File: src/sfr_pkg.sv
`timescale 1ns / 1ps
// ---------------------------------------------------------------------------
// sfr_pkg - shared types and constants for the silence-timed frame receiver
// Field widths, input kind codes and the controller/datapath interface types.
// ---------------------------------------------------------------------------
package sfr_pkg;

  localparam int unsigned FRAME_DEPTH_DEF = 64;
  localparam int unsigned BYTE_W          = 8;
  localparam int unsigned LEN_W           = 7;
  localparam int unsigned TICK_W          = 16;
  localparam int unsigned TDATA_W         = 16;

  localparam logic [TICK_W-1:0] TICKS_RESET = 16'hFFFF;

  // Input word kind, carried on tuser
  localparam logic KIND_BYTE = 1'b0;
  localparam logic KIND_TICK = 1'b1;

  // Controller -> datapath commands
  typedef struct packed {
    logic store_byte;  // write the received byte, restart silence
    logic tick;        // advance the silence counter
    logic rd_en;       // read the frame store at the playback index
    logic advance;     // step the playback index
    logic clear;       // frame delivered: drop it
  } sfr_cmd_t;

  // Datapath -> controller status
  typedef struct packed {
    logic timeout;     // a tick now would end the frame
    logic last;        // playback index is on the final stored byte
  } sfr_status_t;

endpackage

File: src/silence_timeout_frame_receiver.sv
`timescale 1ns / 1ps
// ---------------------------------------------------------------------------
// silence_timeout_frame_receiver - UART frame splitter on line silence
// Stores received bytes and plays the frame out after a silent interval.
// ---------------------------------------------------------------------------
// Each input word (a received byte or a timer tick) is taken on its handshake
// while no frame plays out. A tick that brings the silence counter up to
// silence_ticks starts playback: the frame is read from the frame store and
// sent one word per byte: each byte is read from the store (registered, ST_FETCH),
// then presented (ST_SEND) until the output takes it. No input word is
// taken during playback; the tick that ended the frame is the last one
// before it. Bytes beyond FRAME_DEPTH are dropped and flag the frame as
// truncated. The frame store needs no clearing after reset.
module silence_timeout_frame_receiver #(
  parameter int unsigned FRAME_DEPTH = sfr_pkg::FRAME_DEPTH_DEF
) (
  input  logic                        clk_i,
  input  logic                        rst_ni,
  // configuration: silence_ticks
  input  logic                        cfg_we_i,
  input  logic [sfr_pkg::TICK_W-1:0]  cfg_wdata_i,
  // input words
  input  logic                        s_axis_tvalid_i,
  output logic                        s_axis_tready_o,
  input  logic [sfr_pkg::BYTE_W-1:0]  s_axis_tdata_i,   // [7:0] rx_byte
  input  logic                        s_axis_tuser_i,   // [0] kind
  // frame words
  output logic                        m_axis_tvalid_o,
  input  logic                        m_axis_tready_i,
  output logic [sfr_pkg::TDATA_W-1:0] m_axis_tdata_o,   // [7:0] frame_byte,
                                                        // [14:8] frame_length
  output logic                        m_axis_tlast_o,   // last_byte
  output logic                        m_axis_tuser_o    // [0] truncated
);

  import sfr_pkg::*;

  sfr_cmd_t          cmd;
  sfr_status_t       status;
  logic [BYTE_W-1:0] frame_byte;
  logic [LEN_W-1:0]  frame_length;
  logic              truncated;

  // controller
  sfr_ctrl u_ctrl (
    .clk_i       (clk_i),
    .rst_ni      (rst_ni),
    .in_valid_i  (s_axis_tvalid_i),
    .in_ready_o  (s_axis_tready_o),
    .in_kind_i   (s_axis_tuser_i),
    .out_valid_o (m_axis_tvalid_o),
    .out_ready_i (m_axis_tready_i),
    .out_last_o  (m_axis_tlast_o),
    .status_i    (status),
    .cmd_o       (cmd)
  );

  // datapath
  sfr_datapath #(
    .FRAME_DEPTH (FRAME_DEPTH)
  ) u_dp (
    .clk_i          (clk_i),
    .rst_ni         (rst_ni),
    .cfg_we_i       (cfg_we_i),
    .cfg_wdata_i    (cfg_wdata_i),
    .rx_byte_i      (s_axis_tdata_i),
    .cmd_i          (cmd),
    .status_o       (status),
    .frame_byte_o   (frame_byte),
    .frame_length_o (frame_length),
    .truncated_o    (truncated)
  );

  // output word packing
  assign m_axis_tdata_o = {{(TDATA_W - BYTE_W - LEN_W){1'b0}}, frame_length, frame_byte};
  assign m_axis_tuser_o = truncated;

  // input and output never both open
  assert property (@(posedge clk_i) disable iff (!rst_ni)
    !(m_axis_tvalid_o && s_axis_tready_o))
    else $error("input accepted during playback");

  // delivering the final byte reopens the input
  assert property (@(posedge clk_i) disable iff (!rst_ni)
    (m_axis_tvalid_o && m_axis_tready_i && m_axis_tlast_o) |=> s_axis_tready_o)
    else $error("input not reopened after frame end");

  // a played frame always holds at least one byte
  assert property (@(posedge clk_i) disable iff (!rst_ni)
    m_axis_tvalid_o |-> (m_axis_tdata_o[14:8] != 7'd0))
    else $error("empty frame played out");

  // a timing-out tick starts playback once the fetch state (ST_FETCH) has passed
  assert property (@(posedge clk_i) disable iff (!rst_ni)
    (cmd.tick && status.timeout) |=> ##1 m_axis_tvalid_o)
    else $error("playback did not start after timeout");

endmodule

File: src/sfr_ram.sv
`timescale 1ns / 1ps
// ---------------------------------------------------------------------------
// sfr_ram - generic single-port-write, single-port-read RAM
// One write and one registered read per cycle.
// ---------------------------------------------------------------------------
module sfr_ram #(
  parameter int unsigned WIDTH = 8,
  parameter int unsigned DEPTH = 64,
  localparam int unsigned AW   = (DEPTH > 1) ? $clog2(DEPTH) : 1
) (
  input  logic             clk_i,
  input  logic             we_i,
  input  logic [AW-1:0]    waddr_i,
  input  logic [WIDTH-1:0] wdata_i,
  input  logic             re_i,
  input  logic [AW-1:0]    raddr_i,
  output logic [WIDTH-1:0] rdata_o
);

  logic [WIDTH-1:0] mem_q [DEPTH];
  logic [WIDTH-1:0] rdata_q;

  // write port
  always_ff @(posedge clk_i) begin
    if (we_i) begin
      mem_q[waddr_i] <= wdata_i;
    end
  end

  // registered read, held until the next read
  always_ff @(posedge clk_i) begin
    if (re_i) begin
      rdata_q <= mem_q[raddr_i];
    end
  end

  assign rdata_o = rdata_q;

endmodule

File: src/sfr_datapath.sv
`timescale 1ns / 1ps
// ---------------------------------------------------------------------------
// sfr_datapath - frame store, counters and timeout register
// Holds the frame, the silence counter and the playback index.
// ---------------------------------------------------------------------------
module sfr_datapath #(
  parameter int unsigned FRAME_DEPTH = sfr_pkg::FRAME_DEPTH_DEF
) (
  input  logic                          clk_i,
  input  logic                          rst_ni,
  input  logic                          cfg_we_i,
  input  logic [sfr_pkg::TICK_W-1:0]    cfg_wdata_i,
  input  logic [sfr_pkg::BYTE_W-1:0]    rx_byte_i,
  input  sfr_pkg::sfr_cmd_t             cmd_i,
  output sfr_pkg::sfr_status_t          status_o,
  output logic [sfr_pkg::BYTE_W-1:0]    frame_byte_o,
  output logic [sfr_pkg::LEN_W-1:0]     frame_length_o,
  output logic                          truncated_o
);

  import sfr_pkg::*;

  localparam int unsigned AW = (FRAME_DEPTH > 1) ? $clog2(FRAME_DEPTH) : 1;
  localparam logic [LEN_W-1:0] DEPTH_CNT = LEN_W'(FRAME_DEPTH);

  logic [TICK_W-1:0] ticks_q;
  logic [TICK_W-1:0] silence_q, silence_d, silence_inc;
  logic [LEN_W-1:0]  count_q, count_d;
  logic              open_q, open_d;
  logic              ovf_q, ovf_d;
  logic [AW-1:0]     idx_q, idx_d;
  logic              has_room;
  logic              ram_we;

  // timeout register
  always_ff @(posedge clk_i or negedge rst_ni) begin
    if (!rst_ni) begin
      ticks_q <= TICKS_RESET;
    end else if (cfg_we_i) begin
      ticks_q <= cfg_wdata_i;
    end
  end

  // saturating silence increment and timeout check
  assign silence_inc = (silence_q == '1) ? silence_q : silence_q + 1'b1;
  assign has_room    = (count_q < DEPTH_CNT);
  assign ram_we      = cmd_i.store_byte && has_room;

  assign status_o.timeout = open_q && (silence_inc >= ticks_q);
  assign status_o.last    = ((LEN_W'(idx_q) + 1'b1) == count_q);

  // frame state update
  always_comb begin
    silence_d = silence_q;
    count_d   = count_q;
    open_d    = open_q;
    ovf_d     = ovf_q;
    idx_d     = idx_q;
    if (cmd_i.store_byte) begin
      if (has_room) begin
        count_d = count_q + 1'b1;
      end else begin
        ovf_d = 1'b1;
      end
      open_d    = 1'b1;
      silence_d = '0;
    end
    if (cmd_i.tick && open_q) begin
      silence_d = silence_inc;
    end
    if (cmd_i.advance) begin
      idx_d = idx_q + 1'b1;
    end
    if (cmd_i.clear) begin
      silence_d = '0;
      count_d   = '0;
      open_d    = 1'b0;
      ovf_d     = 1'b0;
      idx_d     = '0;
    end
  end

  always_ff @(posedge clk_i or negedge rst_ni) begin
    if (!rst_ni) begin
      silence_q <= '0;
      count_q   <= '0;
      open_q    <= 1'b0;
      ovf_q     <= 1'b0;
      idx_q     <= '0;
    end else begin
      silence_q <= silence_d;
      count_q   <= count_d;
      open_q    <= open_d;
      ovf_q     <= ovf_d;
      idx_q     <= idx_d;
    end
  end

  // frame store
  sfr_ram #(
    .WIDTH (BYTE_W),
    .DEPTH (FRAME_DEPTH)
  ) u_store (
    .clk_i   (clk_i),
    .we_i    (ram_we),
    .waddr_i (count_q[AW-1:0]),
    .wdata_i (rx_byte_i),
    .re_i    (cmd_i.rd_en),
    .raddr_i (idx_q),
    .rdata_o (frame_byte_o)
  );

  assign frame_length_o = count_q;
  assign truncated_o    = ovf_q;

endmodule

File: src/sfr_ctrl.sv
`timescale 1ns / 1ps
// ---------------------------------------------------------------------------
// sfr_ctrl - receive / playback controller
// Takes input words while idle, and plays a timed-out frame byte by byte.
// ---------------------------------------------------------------------------
module sfr_ctrl (
  input  logic                 clk_i,
  input  logic                 rst_ni,
  input  logic                 in_valid_i,
  output logic                 in_ready_o,
  input  logic                 in_kind_i,
  output logic                 out_valid_o,
  input  logic                 out_ready_i,
  output logic                 out_last_o,
  input  sfr_pkg::sfr_status_t status_i,
  output sfr_pkg::sfr_cmd_t    cmd_o
);

  import sfr_pkg::*;

  typedef enum logic [1:0] {
    ST_IDLE,
    ST_FETCH,
    ST_SEND
  } state_e;

  state_e state_q;
  logic   ready_q;
  logic   valid_q;
  logic   in_acc;
  logic   out_acc;

  assign in_acc  = in_valid_i && ready_q;
  assign out_acc = valid_q && out_ready_i;

  // commands
  assign cmd_o.store_byte = in_acc && (in_kind_i == KIND_BYTE);
  assign cmd_o.tick       = in_acc && (in_kind_i == KIND_TICK);
  assign cmd_o.rd_en      = (state_q == ST_FETCH);
  assign cmd_o.advance    = out_acc && !status_i.last;
  assign cmd_o.clear      = out_acc && status_i.last;

  // state and registered handshake outputs
  always_ff @(posedge clk_i or negedge rst_ni) begin
    if (!rst_ni) begin
      state_q <= ST_IDLE;
      ready_q <= 1'b1;
      valid_q <= 1'b0;
    end else begin
      case (state_q)
        ST_IDLE: begin
          if (in_acc && (in_kind_i == KIND_TICK) && status_i.timeout) begin
            state_q <= ST_FETCH;
            ready_q <= 1'b0;
          end
        end
        ST_FETCH: begin
          state_q <= ST_SEND;
          valid_q <= 1'b1;
        end
        ST_SEND: begin
          if (out_acc) begin
            valid_q <= 1'b0;
            if (status_i.last) begin
              state_q <= ST_IDLE;
              ready_q <= 1'b1;
            end else begin
              state_q <= ST_FETCH;
            end
          end
        end
        default: begin
          state_q <= ST_IDLE;
          ready_q <= 1'b1;
          valid_q <= 1'b0;
        end
      endcase
    end
  end

  assign in_ready_o  = ready_q;
  assign out_valid_o = valid_q;
  assign out_last_o  = valid_q && status_i.last;

endmodule

File: config.mk
export PLATFORM = sky130hd
export DESIGN_NAME = silence_timeout_frame_receiver
export DESIGN_NICKNAME = d
export VERILOG_FILES = /design/src/sfr_pkg.sv /design/src/silence_timeout_frame_receiver.sv /design/src/sfr_ram.sv /design/src/sfr_datapath.sv /design/src/sfr_ctrl.sv
export SDC_FILE = /design/constraint.sdc
export NUM_CORES = 1
export LEC_CHECK = 0
export ABC_AREA = 1
export BUFFER_PORTS_ARGS = -buffer_cell sky130_fd_sc_hd__buf_2
export CAP_MARGIN = 25
export CELL_PAD_IN_SITES_DETAIL_PLACEMENT = 1
export CELL_PAD_IN_SITES_GLOBAL_PLACEMENT = 1
export CORE_MARGIN = 4
export CORE_UTILIZATION = 30
export CTS_BUF_LIST = sky130_fd_sc_hd__clkbuf_8
export CTS_CLUSTER_DIAMETER = 150
export DETAILED_ROUTE_END_ITERATION = 8
export PLACE_DENSITY_LB_ADDON = 0.1
export SLEW_MARGIN = 20
export SYNTH_ARGS = -nofsm -noshare
export SYNTH_HDL_FRONTEND = slang
export SYNTH_SLANG_ARGS = --single-unit
File: constraint.sdc
create_clock -name clk_i -period 7.3 [get_ports clk_i]
set_clock_uncertainty 0.1 [all_clocks]
set_input_delay 0.73 -clock clk_i [delete_from_list [all_inputs] [get_ports clk_i]]
set_output_delay 0.73 -clock clk_i [all_outputs]
set_load 0.02 [all_outputs]
Word level (Yosys, flattened, before mapping)
Memory sizes are Yosys's and may differ from the RTL's. A register that Yosys moved wholly into a read port is not among the register bits.
Cells that the tools add are included.
{ "word_totals": {"regBits": 51, "in_bits": 30, "n_memories": 1, "word_cells": 75, "ramBits": 512} }
{ "classes": {"n_addsub": 4, "n_eq_ne": 8, "muxes": 26, "n_lt_le_gt_ge": 2, "bitwise": 3, "n_reduce_logical": 22} }
{ "mem_list": {"columns": ["name", "depth", "word_bits", "read_ports", "rd_ports_with_merged_regs", "wr", "line", "rtl"], "rows": [
  ["u_dp.u_store.mem_q", 64, 8, 1, 1, 1, "sfr_ram.sv:20", "logic [WIDTH-1:0] mem_q [DEPTH];"]
]} }
{ "ops": {"columns": ["op", "n"], "rows": [
  ["16-bit 2-to-1 mux", 4],
  ["7-bit 2-to-1 mux", 3],
  ["16-bit by 1-bit adder with 16-bit output (second input constant)", 1],
  ["16-bit equality test (second input constant)", 1],
  ["16-bit >= comparator", 1],
  ["1-bit 2-to-1 mux", 12],
  ["6-bit 2-to-1 mux", 2],
  ["1-bit logical AND", 11],
  ["2-bit AND reduction", 4],
  ["6-bit by 1-bit adder with 7-bit output (second input constant)", 1],
  ["7-bit by 1-bit adder with 7-bit output (second input constant)", 1],
  ["7-bit equality test", 1],
  ["7-bit less-than comparator (second input constant)", 1],
  ["6-bit by 1-bit adder with 6-bit output (second input constant)", 1],
  ["2-bit by 1-bit != test with 1-bit output (second input constant)", 3],
  ["1-bit one-hot mux with 3 select lines", 2],
  ["2-bit one-hot mux with 3 select lines", 1],
  ["2-bit nonzero test", 3],
  ["2-bit 2-to-1 mux", 2],
  ["4-bit AND reduction", 1],
  ["1-bit inverter", 3],
  ["3-bit nonzero test", 1],
  ["2-bit by 1-bit equality test with 1-bit output (second input constant)", 1],
  ["2-bit equality test (second input constant)", 1],
  ["3 further kinds", 3]
]} }

Depth between registers and ports, before layout
Gate-level depths: netlist of run 1.
{ "depth": {"word_depth": 7, "depth_mapped": 25, "mapped_depth_nobuf": 25} }

Modules after synthesis
From an unflattened synthesis of run 1, not the netlist that was laid out.
{ "hier_totals": {"cells_unflattened": 2247, "hier_area_um2": 24619.9} }
{ "by_module_without_submodules": {"columns": ["module", "cells_each", "seq_area_each_um2", "n_inst", "area_each_um2"], "rows": [
  ["sfr_ram", 1805, 15615.0, 1, 21419.3],
  ["sfr_datapath", 407, 1196.1, 1, 2969.1],
  ["sfr_ctrl", 33, 101.3, 1, 220.2],
  ["silence_timeout_frame_receiver", 2, 0.0, 1, 11.3]
]} }

Worst setup path before layout of run 1
Ideal clock, no wire load.
{ "synth_timing": {"path_kind": "input to register", "start": "input s_axis_tvalid_i", "end": "memory u_dp.u_store.mem_q[63][0], enable pin", "stages": 10, "path_buffers": 0, "slack_ps": 4608, "t_arrival_ps": 2209, "required_ps": 6817, "cell_sequence": "nand2_1 -> nor2_1 -> inv_2 -> nor2_4 -> inv_2 -> nor2_2 -> inv_1 -> nor2_2 -> inv_1 -> nor3_1"} }
{ "synth_via": {"elab_chain_len": 5} }
{ "synth_rtl": {"columns": ["item", "line", "rtl"], "rows": [
  ["start, declared", "silence_timeout_frame_receiver.sv:23", "input logic s_axis_tvalid_i,"],
  ["1-bit logical AND", "sfr_ctrl.sv:33", "assign in_acc = in_valid_i && ready_q;"],
  ["1-bit logical AND", "sfr_ctrl.sv:37", "assign cmd_o.store_byte = in_acc && (in_kind_i == KIND_BYTE);"],
  ["1-bit logical AND", "sfr_datapath.sv:47", "assign ram_we = cmd_i.store_byte && has_room;"],
  ["1-bit 2-to-1 mux", "sfr_ram.sv:25", "if (we_i) begin"],
  ["1-bit 2-to-1 mux (not written as such)", "sfr_ram.sv:26", "mem_q[waddr_i] <= wdata_i;"],
  ["end, declared", "sfr_ram.sv:20", null]
]} }
Every way passes these cells.

Final worst setup path of run 1
{ "layout_timing": {"start": "register u_dp.idx_q[4]", "end": "output m_axis_tlast_o"} }
{ "layout_via": {"elab_chain_len": 3} }
{ "layout_rtl": {"columns": ["item", "line", "rtl"], "rows": [
  ["start, declared", "sfr_datapath.sv:31", "logic [AW-1:0] idx_q, idx_d;"],
  ["start signal, assigned", "sfr_datapath.sv:95", "idx_q <= idx_d;"],
  ["6-bit by 1-bit adder with 7-bit output", "sfr_datapath.sv:50", "assign status_o.last = ((LEN_W'(idx_q) + 1'b1) == count_q);"],
  ["7-bit equality test", "sfr_datapath.sv:50", null],
  ["1-bit logical AND", "sfr_ctrl.sv:83", "assign out_last_o = valid_q && status_i.last;"],
  ["end, declared", "silence_timeout_frame_receiver.sv:32", "output logic m_axis_tlast_o,"]
]} }
Every way passes these cells.

==> metrics.txt, run 1 <==
status=completed; largest area contributor in the netlist=edfxtp_1; WL/cell=~23 microns; Synth Cell Area=around 24000 sq um; Tot GR Track Use=~17%; TritonCTS clock tree=done; RD Place Congestion=between 0.7 and 0.8; clk slew on worst S/H paths=60 ps; Achievable Freq=between 200 and 250 MHz; final hold violations=0; antenna violations before repair=4; Worst VDD drop=0.1854 mV; Rows=102; Remaining DRCs=0; mean area per synthesized cell=between 10 and 15 sq um; Distinct cells, synth=42; CP max FO=20; vias in the first global route=16.77k; Hold WS=~77 ps; crit end category=output port; Die Y=between 200 and 300 microns; largest net degree at the start of global routing=approximately 110; HPWL after DPL=approximately 42000 microns; drt pass-1 iters=5; Crit path required time=6470 ps; # IOs=50; CTS Sinks=between 500 and 600; Initial Util=between 30 and 40%; R2R Path End=u_dp.u_store.rdata_o[0]; WP data arrival=about 3500 ps; Synth Flop Type=edfxtp_1; Ys Warns=0; Reg2Reg Depth=8; Yosys reg bits=571; # nets final=a little over 2k; Post-Synthesis Net Count=between 1.5k and 2k; MaxCap Viol Count=0; synthesized instance count=1903; grt total ovfl=0; R2R Setup Slk=roughly 3600 ps; post-synthesis sequential area ratio=between 70% and 80%; port bufs=48; first-pass GRT wire length=approximately 110000 microns; clk buf depth=3; part of the cycle the worst path needs=roughly three fifths; Routed Antenna Nets=0; setup violators final=0; post-synth top area share=66.20%; cell with the most instances after synthesis=edfxtp_1; CTS Buf Count=~110; Setup Crit Path Kind=register to output port; WL final=slightly above 70000 microns; core area=77720 sq um; vias per cell=between 5 and 6; pwr/cell area=between 300 and 400 nW/um^2; Reg2Reg Launch Point=u_dp.idx_q[0]; cts repair resizes=0; worst slew pin tran=about 1000 ps; worst skew pair latency=between 700 and 800 ps; total chip power=about 0.0093 W; share of layout cells above drive strength 1=between 10% and 20%; asr flop ratio synth=around 9%; DRT iter0 DRCs=slightly below 1k; top post-synthesis cells by area=edfxtp_1 (66%), o21ai_0 (6.2%), nor2_1 (5.5%); Worst Hold Class=primary input to async pin; post-CTS setup buffers=0; Die Span X=~290 microns; Final Critical Period=between 4000 and 5000 ps; vias=about 16k; top cells by count, synth=edfxtp_1 (520), nor2_1 (343), o21ai_0 (291); synthesis-to-layout area growth=13.37%; Slew Limit Fails=0; Post-synth EDFFs=520; Slew headroom=between 30 and 40%; CTS root buf=clkbuf_8; Worst Setup Start Kind=register; RSZ-0062 raised after global routing=no; setup TNS=0 ps; leakage=8.967 nW; CTS Hold Buffers Added=0; CTS H-tree lvls=3; total die area=between 80000 and 90000 sq um
area by class of cell:
class / instances / area (sq um)
Fill cell: 8322 / 50980
Sequential cell: 571 / 16920
Multi-Input combinational cell: 1131 / 5823
Clock buffer: 114 / 1569
Tap cell: 1040 / 1301
Timing Repair Buffer: 74 / 447.9
Clock inverter: 77 / 360.3
Inverter: 81 / 316.6
Antenna cell: 1 / 2.502
worst max path at each step:
stage,from,to,slack (ps),cells after the start
2_1_floorplan,s_axis_tvalid_i,u_dp.u_store.mem_q[63][0],4610,10
3_3_place_gp,s_axis_tvalid_i,u_dp.u_store.mem_q[46][4],3590,7
3_5_place_dp,s_axis_tvalid_i,u_dp.u_store.mem_q[46][2],3540,7
4_1_cts,u_dp.idx_q[4],m_axis_tlast_o,2850,9
5_1_grt,u_dp.idx_q[4],m_axis_tlast_o,2590,9
6_report,u_dp.idx_q[4],m_axis_tlast_o,2940,9
registers in the layout, indices dropped and copies added, names as in the netlist:
| signal | count |
|---|---|
| u_ctrl.in_ready_o | 1 |
| u_ctrl.out_valid_o | 1 |
| u_ctrl.state_q | 2 |
| u_dp.frame_length_o | 7 |
| u_dp.idx_q | 6 |
| u_dp.open_q | 1 |
| u_dp.silence_q | 16 |
| u_dp.ticks_q | 16 |
| u_dp.truncated_o | 1 |
| u_dp.u_store.mem_q | 512 |
| u_dp.u_store.rdata_o | 8 |
routing by layer:
| layer | vias to the layer above | part of all wire (%) | GRT usage [%] |
|---|---|---|---|
| met5 | - | 0 | 0 |
| met4 | 0 | 2.3 | 4.732 |
| met3 | 112 | 4.9 | 3.583 |
| met2 | 340 | 46 | 27.61 |
| met1 | 8125 | 47 | 24.33 |
| li1 | 7176 | - | - |
logic make-up after synthesis:
kind of cell | synth area share (%)
compound gates | 12.74
xor+xnor | 0.2918
fa+ha+maj | 1.008
buf+inv | 3.639
flops | 71.70
mux | 0.04773
other cells | 0.01590
simple gates | 10.56
cell usage in the layout, fill, tap and decap left out, types with 5 or more instances in the layout:
master / instances
nor3_1: 5
inv_1: 108
ha_1: 19
edfxtp_1: 520
buf_2: 48
a21oi_1: 10
dfrtp_1: 31
o221ai_1: 70
clkbuf_8: 114
nand2_1: 129
clkinv_2: 11
nor2_1: 343
buf_4: 25
dfstp_2: 17
clkinv_1: 26
o22ai_1: 61
o21ai_1: 5
nand3_1: 102
inv_6: 5
o21ai_0: 291
nand4_1: 8
o211ai_1: 58
nor2_2: 6
report_power, final:
| part | switching [W] | internal [W] |
|---|---|---|
| clock network | 0.00136 | 0.00147 |
| registers | 0.000170 | 0.00366 |
| logic | 0.00196 | 0.000715 |
worst max-delay path: stages, from the launching register on:
cell and delay, ps:
dfrtp_1 900, clkinv_1 800, nand2_1 280, nand3_1 100
nand2_1 90, nand3_1 80, nor2_2 150, nand2_1 130
nor2_1 110, buf_2 170
stage by stage:
step	std cells	instance area (sq um)	setup WS [ps]	util, %
global route	3089	26740	2592	34.41
global placement	2896	24800	3592	31.91
floorplan	1903	23590	4608	-
finish	3089	26740	2942	34.41
detailed placement	2897	24810	3541	31.92
CTS	3088	26740	2852	34.40
No activity file was read; power rests on OpenSTA's default activity.
==> inputs of run 2 (changes only) <==
Settings changed: ABC_AREA 1 to 0.
Clock period 7.3 ns to 4.4 ns, I/O delays scaled along.
==> metrics.txt, run 2 <==
Crit path required time=3860 ps (was 6470 ps); clk buf depth=3 (unchanged); setup TNS=0 ps (unchanged); MaxCap Viol Count=0 (unchanged); Biggest register=u_dp.u_store.mem_q (unchanged); Worst Setup Start Kind=register (unchanged); Final Critical Period=around 3800 ps; Routed Antenna Nets=0 (unchanged); Largest register FFs=512 (unchanged); worst slew pin tran=1037 ps (was 1002 ps); Post-synth EDFFs=520 (unchanged); total die area=82070 sq um (was 83180 sq um); top cells by count, synth=edfxtp_1 (520), mux4_2 (154), nor2_1 (90) (was edfxtp_1 (520), nor2_1 (343), o21ai_0 (291)); synthesis-to-layout area growth=16.58% (was 13.37%); Tot GR Track Use=15.52% (was 17.39%); Worst VDD drop=0.2193 mV (was 0.1854 mV); worst skew pair latency=730 ps (was 720 ps); post-synthesis sequential area ratio=72.70% (was 71.70%); Yosys reg bits=571 (unchanged); largest area contributor in the netlist=edfxtp_1 (unchanged); Slew headroom=30.58% (was 33.02%); antenna violations before repair=2 (was 4); drt pass-1 iters=7 (was 5); mean area per synthesized cell=19.01 sq um (was 12.40 sq um); synthesized instance count=1224 (was 1903); CTS Buf Count=103 (was 105); Die Y=286.5 microns (was 288.4 microns); CTS Sinks=571 (unchanged); top post-synthesis cells by area=edfxtp_1 (67%), mux4_2 (15%), dfrtp_1 (3.7%) (was edfxtp_1 (66%), o21ai_0 (6.2%), nor2_1 (5.5%)); CP max FO=31 (was 20); RSZ-0062 raised after global routing=no (unchanged); Synth Cell Area=23260 sq um (was 23590 sq um); commonest cells after routing, fill and taps aside=edfxtp_1 (520), mux4_2 (154), clkbuf_8 (106) (was edfxtp_1 (520), nor2_1 (343), o21ai_0 (291)); Post-Synthesis Net Count=1273 (was 1952); vias=12.10k (was 15.75k); WL final=63140 microns (was 72160 microns); WL/cell=25.15 microns (was 23.36 microns); CTS H-tree lvls=3 (unchanged); Die Span X=286.5 microns (was 288.4 microns); first-pass GRT wire length=93240 microns (was 108600 microns); status=completed (unchanged); # IOs=50 (unchanged); port bufs=48 (unchanged); post-synth top area share=67.12% (was 66.20%); cell with the most instances after synthesis=edfxtp_1 (unchanged); Rows=101 (was 102); setup violators final=0 (unchanged); final hold violations=0 (unchanged); Worst Hold Class=primary input to register (was primary input to async pin); asr flop ratio synth=8.932% (unchanged); final setup margin=592.6 ps (was 2942 ps); vias per cell=4.818 (was 5.100); core area=76450 sq um (was 77720 sq um); largest net degree at the start of global routing=59 (was 107); # nets final=1448 (was 2013); pwr/cell area=394.4 nW/um^2 (was 349.3 nW/um^2); CTS root buf=clkbuf_8 (unchanged); Slew Limit Fails=0 (unchanged); Achievable Freq=around 260 MHz; largest registers=u_dp.u_store.mem_q: 512 flops, u_dp.silence_q: 16 flops, u_dp.ticks_q: 16 flops (unchanged); pre-CTS WS=854.1 ps (was 3541 ps); Ys Warns=0 (unchanged); post-CTS setup buffers=0 (unchanged); share of layout cells above drive strength 1=29.36% (was 12.26%); Setup Crit Path Kind=register to output port (unchanged); part of the cycle the worst path needs=approximately 87%; leakage=8.710 nW (was 8.967 nW); RD Place Congestion=0.7183 (was 0.7719); most common cell after layout, fill and taps aside=edfxtp_1 (unchanged); clk slew on worst S/H paths=70 ps (was 60 ps); Initial Util=30.43% (was 30.35%); Remaining DRCs=0 (unchanged); fill count=7685 (was 8322); grt total ovfl=0 (unchanged); TritonCTS clock tree=done (unchanged); HPWL after DPL=39640 microns (was 41730 microns); WP data arrival=3270 ps (was 3530 ps); Synth Flop Type=edfxtp_1 (unchanged); Distinct cells, synth=59 (was 42); vias in the first global route=13.30k (was 16.77k); crit end category=output port (unchanged); DRT iter0 DRCs=719 (was 988)
## run 2: changes by cell type after synthesis, moves of 70 or more
cell | previous run | this run
nor2_1 | 343 | 90
o21ai_0 | 291 | 36
nand2_1 | 129 | 51
o221ai_1 | 70 | 0
mux4_2 | 0 | 154
nand3_1 | 102 | 14
## run 2: stage by stage
stage,instance area (sq um),utilization (%),hold WS (ps),cells,total power (W)
floorplan,23260,-,44.41,1224,0.006088
global placement,25050,32.76,375.0,2303,0.006212
detailed placement,25050,32.76,380.5,2303,0.006218
CTS,27110,35.46,0.3300,2508,0.01090
global route,27120,35.47,35.71,2510,0.01118
finish,27120,35.47,72.86,2511,0.01070
## run 2: worst max-delay path, stage by stage, from the launching register on
cell      delay, ps
dfrtp_4         930
ha_1            440
nand4_1         190
xor2_1          190
o211ai_1        190
a211oi_2        300
and2_1          150
buf_2           160
## run 2: cells by family after synthesis
logic type | Yosys count | synth area share (%)
flops | 571 | 72.70
simple gates | 229 | 4.615
mux | 172 | 15.76
compound gates | 126 | 3.480
buf+inv | 85 | 1.614
xor+xnor | 21 | 0.7906
fa+ha+maj | 19 | 1.022
other cells | 1 | 0.01612
## run 2: what timing repair did
item,CTS,global route
gates resized for setup,0,0
hold endpoints to repair,61,0
hold buffers,21,0
## run 2: cell type report
type / count / area, sq um / area share, %
Inverter: 20 / 75.07 / 0.2768
Clock inverter: 78 / 396.6 / 1.462
Sequential cell: 571 / 16920 / 62.40
Multi-Input combinational cell: 568 / 5976 / 22.03
Clock buffer: 106 / 1459 / 5.379
Antenna cell: 3 / 7.507 / 0.02768
Timing Repair Buffer: 135 / 996.0 / 3.672
Tap cell: 1030 / 1289 / 4.752
## run 2: where the power goes
group,internal (W),switching (W),leakage [nW]
clock network,0.00231,0.00227,1.07
logic,0.0000409,0.000127,2.33
registers,0.00594,0.00000409,5.31
total,0.00829,0.00240,8.71
## run 2: final timing paths
kind	startpoint	to	slack, ps	depth (start not counted)
setup / recovery	u_dp.idx_q[0]	m_axis_tlast_o	590	7
min in group asynchronous	rst_ni	u_dp.silence_q[1]	200	2
hold reg to reg	u_dp.truncated_o	u_dp.truncated_o	390	2
max in group asynchronous	rst_ni	u_ctrl.in_ready_o	3120	3
setup reg to reg	u_dp.silence_q[4]	u_ctrl.state_q[0]	840	11
hold / removal	cfg_we_i	u_dp.ticks_q[15]	70	3
## run 2: routing by layer
layer / global-route usage [%] / part of all wire [%]
met2: 24.68 / 48
met3: 2.994 / 3.4
met1: 22.15 / 47
met4: 3.700 / 1.8
met5: 0 / 0
